$ cat config.mk
export PLATFORM = sky130hd
export DESIGN_NAME = hsv_cell_color_classifier_unit
export DESIGN_NICKNAME = d
export VERILOG_FILES = /design/src/design/hcc_pkg.sv /design/src/design/hcc_pixel_match.sv /design/src/design/hcc_cell_count.sv /design/src/design/hsv_cell_color_classifier_unit.sv
export SDC_FILE = /design/constraint.sdc
export NUM_CORES = 1
export LEC_CHECK = 0
export ABC_CLOCK_PERIOD_IN_PS = 8150
export BUFFER_PORTS_ARGS = -buffer_cell sky130_fd_sc_hd__buf_2
export CAP_MARGIN = 10
export CORE_MARGIN = 8
export CORE_UTILIZATION = 46
export CTS_CLUSTER_SIZE = 25
export DETAILED_ROUTE_END_ITERATION = 10
export GPL_TIMING_DRIVEN = 0
export SLEW_MARGIN = 40
export SYNTH_ARGS = -nofsm -noshare
export SYNTH_HDL_FRONTEND = slang
export SYNTH_SLANG_ARGS = --single-unit
$ cat constraint.sdc
create_clock -name clk -period 8.15 [get_ports clk]
set_clock_uncertainty 0.2 [all_clocks]
set_input_delay 1.63 -clock clk [delete_from_list [all_inputs] [get_ports clk]]
set_output_delay 1.63 -clock clk [all_outputs]
set_load 0.01 [all_outputs]
$ cat src/design/hcc_pkg.sv
// Shared types and constants for the HSV cell color classifier.
// Used by hcc_pixel_match, hcc_cell_count and hsv_cell_color_classifier_unit.
package hcc_pkg;

  localparam int PixW   = 8;   // hue, sat and val width
  localparam int CountW = 14;  // pixel counter width
  localparam int CountLimit = (1 << CountW) - 1;
  localparam int CfgIdxW  = 3;
  localparam int CfgDataW = 16;

  // Configuration register indexes
  localparam logic [CfgIdxW-1:0] REG_RED_BAND_A = 3'd0;
  localparam logic [CfgIdxW-1:0] REG_RED_BAND_B = 3'd1;
  localparam logic [CfgIdxW-1:0] REG_RED_SAT    = 3'd2;
  localparam logic [CfgIdxW-1:0] REG_RED_VAL    = 3'd3;
  localparam logic [CfgIdxW-1:0] REG_BLUE_BAND  = 3'd4;
  localparam logic [CfgIdxW-1:0] REG_BLUE_SAT   = 3'd5;
  localparam logic [CfgIdxW-1:0] REG_BLUE_VAL   = 3'd6;

  // Register values after reset
  localparam logic [15:0] RST_RED_BAND_A = 16'd45971;
  localparam logic [15:0] RST_RED_BAND_B = 16'd2560;
  localparam logic [7:0]  RST_RED_SAT    = 8'd96;
  localparam logic [7:0]  RST_RED_VAL    = 8'd80;
  localparam logic [15:0] RST_BLUE_BAND  = 16'd29031;
  localparam logic [7:0]  RST_BLUE_SAT   = 8'd98;
  localparam logic [7:0]  RST_BLUE_VAL   = 8'd137;

  typedef enum logic [1:0] {
    CLASS_EMPTY = 2'd0,
    CLASS_BLUE  = 2'd1,
    CLASS_RED   = 2'd2
  } hcc_class_t;

  // Hue band: low bound in [7:0], high bound in [15:8]
  typedef struct packed {
    logic [PixW-1:0] hi;
    logic [PixW-1:0] lo;
  } hcc_band_t;

  typedef struct packed {
    hcc_band_t       red_band_a;
    hcc_band_t       red_band_b;
    logic [PixW-1:0] red_sat_min;
    logic [PixW-1:0] red_val_min;
    hcc_band_t       blue_band;
    logic [PixW-1:0] blue_sat_min;
    logic [PixW-1:0] blue_val_min;
  } hcc_cfg_t;

  typedef struct packed {
    logic is_blue;
    logic is_red;
  } hcc_match_t;

endpackage

$ cat src/design/hcc_pixel_match.sv
// Per-pixel color test: blue band and two red bands with sat/val floors.
// Depends on hcc_pkg.
module hcc_pixel_match (
  input  logic [hcc_pkg::PixW-1:0] hue,
  input  logic [hcc_pkg::PixW-1:0] sat,
  input  logic [hcc_pkg::PixW-1:0] val,
  input  hcc_pkg::hcc_cfg_t        cfg,
  output hcc_pkg::hcc_match_t      match
);
  import hcc_pkg::*;

  logic in_blue, in_red_a, in_red_b;

  // inclusive bounds; an inverted band matches nothing
  assign in_blue  = (hue >= cfg.blue_band.lo)  && (hue <= cfg.blue_band.hi);
  assign in_red_a = (hue >= cfg.red_band_a.lo) && (hue <= cfg.red_band_a.hi);
  assign in_red_b = (hue >= cfg.red_band_b.lo) && (hue <= cfg.red_band_b.hi);

  assign match.is_blue = in_blue && (sat >= cfg.blue_sat_min) && (val >= cfg.blue_val_min);
  assign match.is_red  = (in_red_a || in_red_b) &&
                         (sat >= cfg.red_sat_min) && (val >= cfg.red_val_min);

endmodule

$ cat src/design/hcc_cell_count.sv
// Saturating pixel counters and the end-of-cell 20 percent decision.
// Depends on hcc_pkg.
module hcc_cell_count #(
  parameter int CELL_PIXELS_MAX = 8192
) (
  input  logic                clk,
  input  logic                rst,
  input  logic                en,
  input  logic                last,
  input  hcc_pkg::hcc_match_t match,
  output hcc_pkg::hcc_class_t cls
);
  import hcc_pkg::*;

  localparam int CapInt = (CELL_PIXELS_MAX > CountLimit) ? CountLimit : CELL_PIXELS_MAX;
  localparam logic [CountW-1:0] Cap = CountW'(CapInt);

  logic [CountW-1:0] total_pixels, blue_pixels, red_pixels;
  logic [CountW-1:0] total_next, blue_next, red_next;
  logic [CountW+2:0] blue_x5, red_x5, total_ext;

  // saturating increments
  always_comb begin
    total_next = (total_pixels < Cap) ? total_pixels + 1'b1 : Cap;
    blue_next  = blue_pixels;
    red_next   = red_pixels;
    if (match.is_blue) begin
      blue_next = (blue_pixels < Cap) ? blue_pixels + 1'b1 : Cap;
    end
    if (match.is_red) begin
      red_next = (red_pixels < Cap) ? red_pixels + 1'b1 : Cap;
    end
  end

  // 5*count > total, on the counts that include this pixel
  assign blue_x5   = {1'b0, blue_next, 2'b00} + {3'b000, blue_next};
  assign red_x5    = {1'b0, red_next, 2'b00} + {3'b000, red_next};
  assign total_ext = {3'b000, total_next};

  always_comb begin
    if (blue_x5 > total_ext) begin
      cls = CLASS_BLUE;
    end else if (red_x5 > total_ext) begin
      cls = CLASS_RED;
    end else begin
      cls = CLASS_EMPTY;
    end
  end

  // counters clear after the cell's last pixel
  always_ff @(posedge clk) begin
    if (rst) begin
      total_pixels <= '0;
      blue_pixels  <= '0;
      red_pixels   <= '0;
    end else if (en) begin
      if (last) begin
        total_pixels <= '0;
        blue_pixels  <= '0;
        red_pixels   <= '0;
      end else begin
        total_pixels <= total_next;
        blue_pixels  <= blue_next;
        red_pixels   <= red_next;
      end
    end
  end

endmodule

$ cat src/design/hsv_cell_color_classifier_unit.sv
// Top level of the HSV cell color classifier: config registers, pixel and result stages.
// Depends on hcc_pkg, hcc_pixel_match and hcc_cell_count.
//
// Takes one HSV pixel word per clock unless stalled and, on the word flagged by s_tlast,
// emits one class word (0 empty, 1 blue, 2 red) from the result register. A pixel is
// registered, then tested and counted from the input register. The only stall is a
// finished class word still waiting in the output register while the next flagged pixel
// reaches the counters. The user must see that configuration is written through cfg_we/
// cfg_index/cfg_data only while no pixel is in flight; the block does not enforce this.
module hsv_cell_color_classifier_unit #(
  parameter int CELL_PIXELS_MAX = 8192
) (
  input  logic                          clk,
  input  logic                          rst,
  // pixel stream
  input  logic                          s_tvalid,
  output logic                          s_tready,
  input  logic [23:0]                   s_tdata,   // hue[7:0], sat[15:8], val[23:16]
  input  logic                          s_tlast,   // last_pixel
  // class stream
  output logic                          m_tvalid,
  input  logic                          m_tready,
  output logic [7:0]                    m_tdata,   // cell_class[1:0], zero above
  // configuration
  input  logic                          cfg_we,
  input  logic [hcc_pkg::CfgIdxW-1:0]   cfg_index,
  input  logic [hcc_pkg::CfgDataW-1:0]  cfg_data
);
  import hcc_pkg::*;

  hcc_cfg_t        cfg;
  logic            pix_valid;
  logic            pix_last;
  logic [PixW-1:0] pix_hue, pix_sat, pix_val;
  logic            advance;
  hcc_match_t      match;
  hcc_class_t      cls;
  hcc_class_t      out_class;

  // configuration registers
  always_ff @(posedge clk) begin
    if (rst) begin
      cfg.red_band_a   <= RST_RED_BAND_A;
      cfg.red_band_b   <= RST_RED_BAND_B;
      cfg.red_sat_min  <= RST_RED_SAT;
      cfg.red_val_min  <= RST_RED_VAL;
      cfg.blue_band    <= RST_BLUE_BAND;
      cfg.blue_sat_min <= RST_BLUE_SAT;
      cfg.blue_val_min <= RST_BLUE_VAL;
    end else if (cfg_we) begin
      case (cfg_index)
        REG_RED_BAND_A: cfg.red_band_a   <= cfg_data;
        REG_RED_BAND_B: cfg.red_band_b   <= cfg_data;
        REG_RED_SAT:    cfg.red_sat_min  <= cfg_data[PixW-1:0];
        REG_RED_VAL:    cfg.red_val_min  <= cfg_data[PixW-1:0];
        REG_BLUE_BAND:  cfg.blue_band    <= cfg_data;
        REG_BLUE_SAT:   cfg.blue_sat_min <= cfg_data[PixW-1:0];
        REG_BLUE_VAL:   cfg.blue_val_min <= cfg_data[PixW-1:0];
        default: ;
      endcase
    end
  end

  // a pixel moves on unless it would produce a word while the output is still full
  assign advance  = pix_valid && (!pix_last || !m_tvalid || m_tready);
  assign s_tready = !pix_valid || advance;

  // input register
  always_ff @(posedge clk) begin
    if (rst) begin
      pix_valid <= 1'b0;
    end else if (s_tready) begin
      pix_valid <= s_tvalid;
    end
  end

  always_ff @(posedge clk) begin
    if (s_tvalid && s_tready) begin
      pix_hue  <= s_tdata[7:0];
      pix_sat  <= s_tdata[15:8];
      pix_val  <= s_tdata[23:16];
      pix_last <= s_tlast;
    end
  end

  hcc_pixel_match u_match (
    .hue   (pix_hue),
    .sat   (pix_sat),
    .val   (pix_val),
    .cfg   (cfg),
    .match (match)
  );

  hcc_cell_count #(
    .CELL_PIXELS_MAX (CELL_PIXELS_MAX)
  ) u_count (
    .clk   (clk),
    .rst   (rst),
    .en    (advance),
    .last  (pix_last),
    .match (match),
    .cls   (cls)
  );

  // result register
  always_ff @(posedge clk) begin
    if (rst) begin
      m_tvalid <= 1'b0;
    end else if (advance && pix_last) begin
      m_tvalid <= 1'b1;
    end else if (m_tready) begin
      m_tvalid <= 1'b0;
    end
  end

  always_ff @(posedge clk) begin
    if (advance && pix_last) begin
      out_class <= cls;
    end
  end

  assign m_tdata = {6'b000000, out_class};

  // checks
  a_no_bad_class: assert property (@(posedge clk) disable iff (rst)
    m_tvalid |-> (m_tdata[1:0] != 2'd3))
    else $error("class code 3 on output");

  a_stall_cause: assert property (@(posedge clk) disable iff (rst)
    (pix_valid && !advance) |-> (m_tvalid && !m_tready && pix_last))
    else $error("pixel stage stalled without a blocked output word");

  a_last_gives_word: assert property (@(posedge clk) disable iff (rst)
    (advance && pix_last) |=> m_tvalid)
    else $error("last pixel did not produce a class word");

endmodule

==> metrics.cfg <==
[timing]
post-route-period-util=0.886
worstMarginPinSlew_ns=0.759
holdWs_ns=0.255
maxSlewViolCount=0
min_period_ns=7.22
fmax_mhz=138
setup-tns-final_ns=0
final_hold_viol_count=0
max_slew_margin=0.492
setup_violations=0
rsz0062_at_grt=false
setup_ws_ns=0.928

[synthesis]
yosysMostFrequentCell=nand2_1
synth_ff_type=dfxtp_1
synthTopCellsByArea=dfxtp_1 24%, ha_1 16%, edfxtp_1 7.9%
synthTopCellsByCount=174 x nand2_1, 134 x ha_1, 124 x dfxtp_1
seq_area_frac_synth=0.321
synth.distinct_cells=81
yosysWarnings=0
syn_area_per_cell_um2=8.23
synth_top_cell_by_area=dfxtp_1
async_flop_share=0
synth_cells=1249
synth_area_mm2=0.0103
yosys_register_bits=151
synth_top_area_share=0.242
synth_edf_count=27

[clocking]
cts_htree_levels=4
cts_tree=done
post-cts-setup-buffers=0
clock_latency_ns=0.43
clk_pin_slew_worst_paths_ns=0.07
numCtsBuffers=17
cts_resized=0
cts_buffer_depth=2
clock_sinks=151
ctsHoldBuffers=0
clock-root-buffer=clkbuf_16

[setup_path]
critPathKind=flop to flop
critPathTopFamily=compound AO/OA/AOI/OAI gates
cp_num_buf_inv=4
slowest_delay_ns=0.64
cp-start-kind=flop
required_ns=8.11
path_max_fanout=10
critPathSlowestCell=a2111oi_0
cp.arrival_ns=7.18
endpoint_kind=flop

[grt]
first_global_vias=8581
grt_remaining_overflow=0
antenna_found_initial=0
track_usage=0.210
grt_pass1_wl_um=45100
grt_max_degree=18

[power_and_ir_drop]
vdd_drop_max_mv=0.105
leakage_nw=4.86
power_mw=1.77
p_per_area_mw_per_mm2=154

[floorplanning]
die_h_um=165
die_width_um=165
rows=54
dieArea_mm2=0.0274
ios=59
core_mm2=0.0219
start_util=0.469

[cells_and_area]
post-route-cell-area_mm2=0.0115
layoutNonFillerInstCount=1618
final-seq-area_mm2=0.00329
layout-drive-gt1-share=0.0889
n_antenna_cell=0
final_util=0.526
area_growth_pct=12.0
nFillCells=2091
nets=1510
multi_input_area_mm2=0.00641

[place]
port_buffers=51
routabilityCongestion=0.875
dp_hpwl_um=21200
pre_cts_slack_ns=0.991
dpl_cell_area_mm2=0.0109
placed_cells=1586

[outcome]
status=finished, final reports clean

[route]
remaining_drc_errors=0
ant_nets=0
wirelength_um=27900
drt_first_pass_iters=5
num_vias=8977
drt_iter0_markers=603
avgViaCountPerCell=5.55
wire_per_inst_um=17.2

[job]
drv_cap=0

[hold_path]
hp-class=flop to flop

==> metal layers <==
layer	global-route usage	share of wire	up-vias
met2	0.357	0.48	210
met3	0.0310	0.050	34
met5	0	0	-
li1	-	-	4551
met4	0.0572	0.015	0
met1	0.272	0.45	4182
==> cell usage in the layout (no fill, tap or decap), drive strengths merged, types with 26 or more instances in the layout <==
master,n
buf,62
a21oi,104
inv,112
clkbuf,61
xnor2,30
dfxtp,124
ha,134
o21ai,47
edfxtp,27
nand2,174
nand3,32
nor2,100
nor3,26
a21o,27
==> power breakdown <==
part	switching, mW	internal, mW	total (mW)
sequential	0.0141	0.780	0.794
clock	0.331	0.450	0.781
combinational	0.119	0.0754	0.194
total	0.464	1.30	1.77
==> worst paths after layout <==
kind                            cells past startpoint      endpoint  slack (ns)  startpoint
worst max register to register                     29  out_class[1]        0.93  pix_hue[0]
worst min register to register                      2       cfg[19]        0.25     cfg[19]
worst min-delay path                                2       cfg[19]        0.25     cfg[19]
worst max-delay path                               29  out_class[1]        0.93  pix_hue[0]
==> flip-flops by register name, summed over array words and instances, names as in the netlist <==
signal / flops
out_class: 2
pix_hue: 8
pix_sat: 8
u_count.blue_pixels: 14
u_count.red_pixels: 14
cfg: 80
m_tvalid: 1
pix_last: 1
u_count.total_pixels: 14
pix_valid: 1
pix_val: 8
==> worst reg2reg max path, delay by kind of cell (launching register included) <==
kind	cells	cell delay, ns
AO/OA/AOI/OAI	14	3.66
adder cells (fa/ha/maj)	3	1.06
AND/OR/NAND/NOR	8	0.93
buffers and inverters	4	0.76
flip-flops	1	0.36
==> final cells by class <==
type / count / share of cell area
well taps: 280 / 0.0304
plain buffers: 48 / 0.0179
multi-input cells: 946 / 0.557
flip-flops and latches: 151 / 0.286
clock buffers: 23 / 0.0416
repair buffers: 52 / 0.0235
inverters: 109 / 0.0356
clock inverters: 9 / 0.00794
==> cells by family after synthesis <==
group           share of synthesized area
simple gates                        0.216
compound gates                      0.195
buf+inv                            0.0599
flops                               0.321
fa+ha+maj                           0.169
xor+xnor                           0.0341
mux                               0.00511
other cells                      0.000365
(Power assumes the default switching activity.)
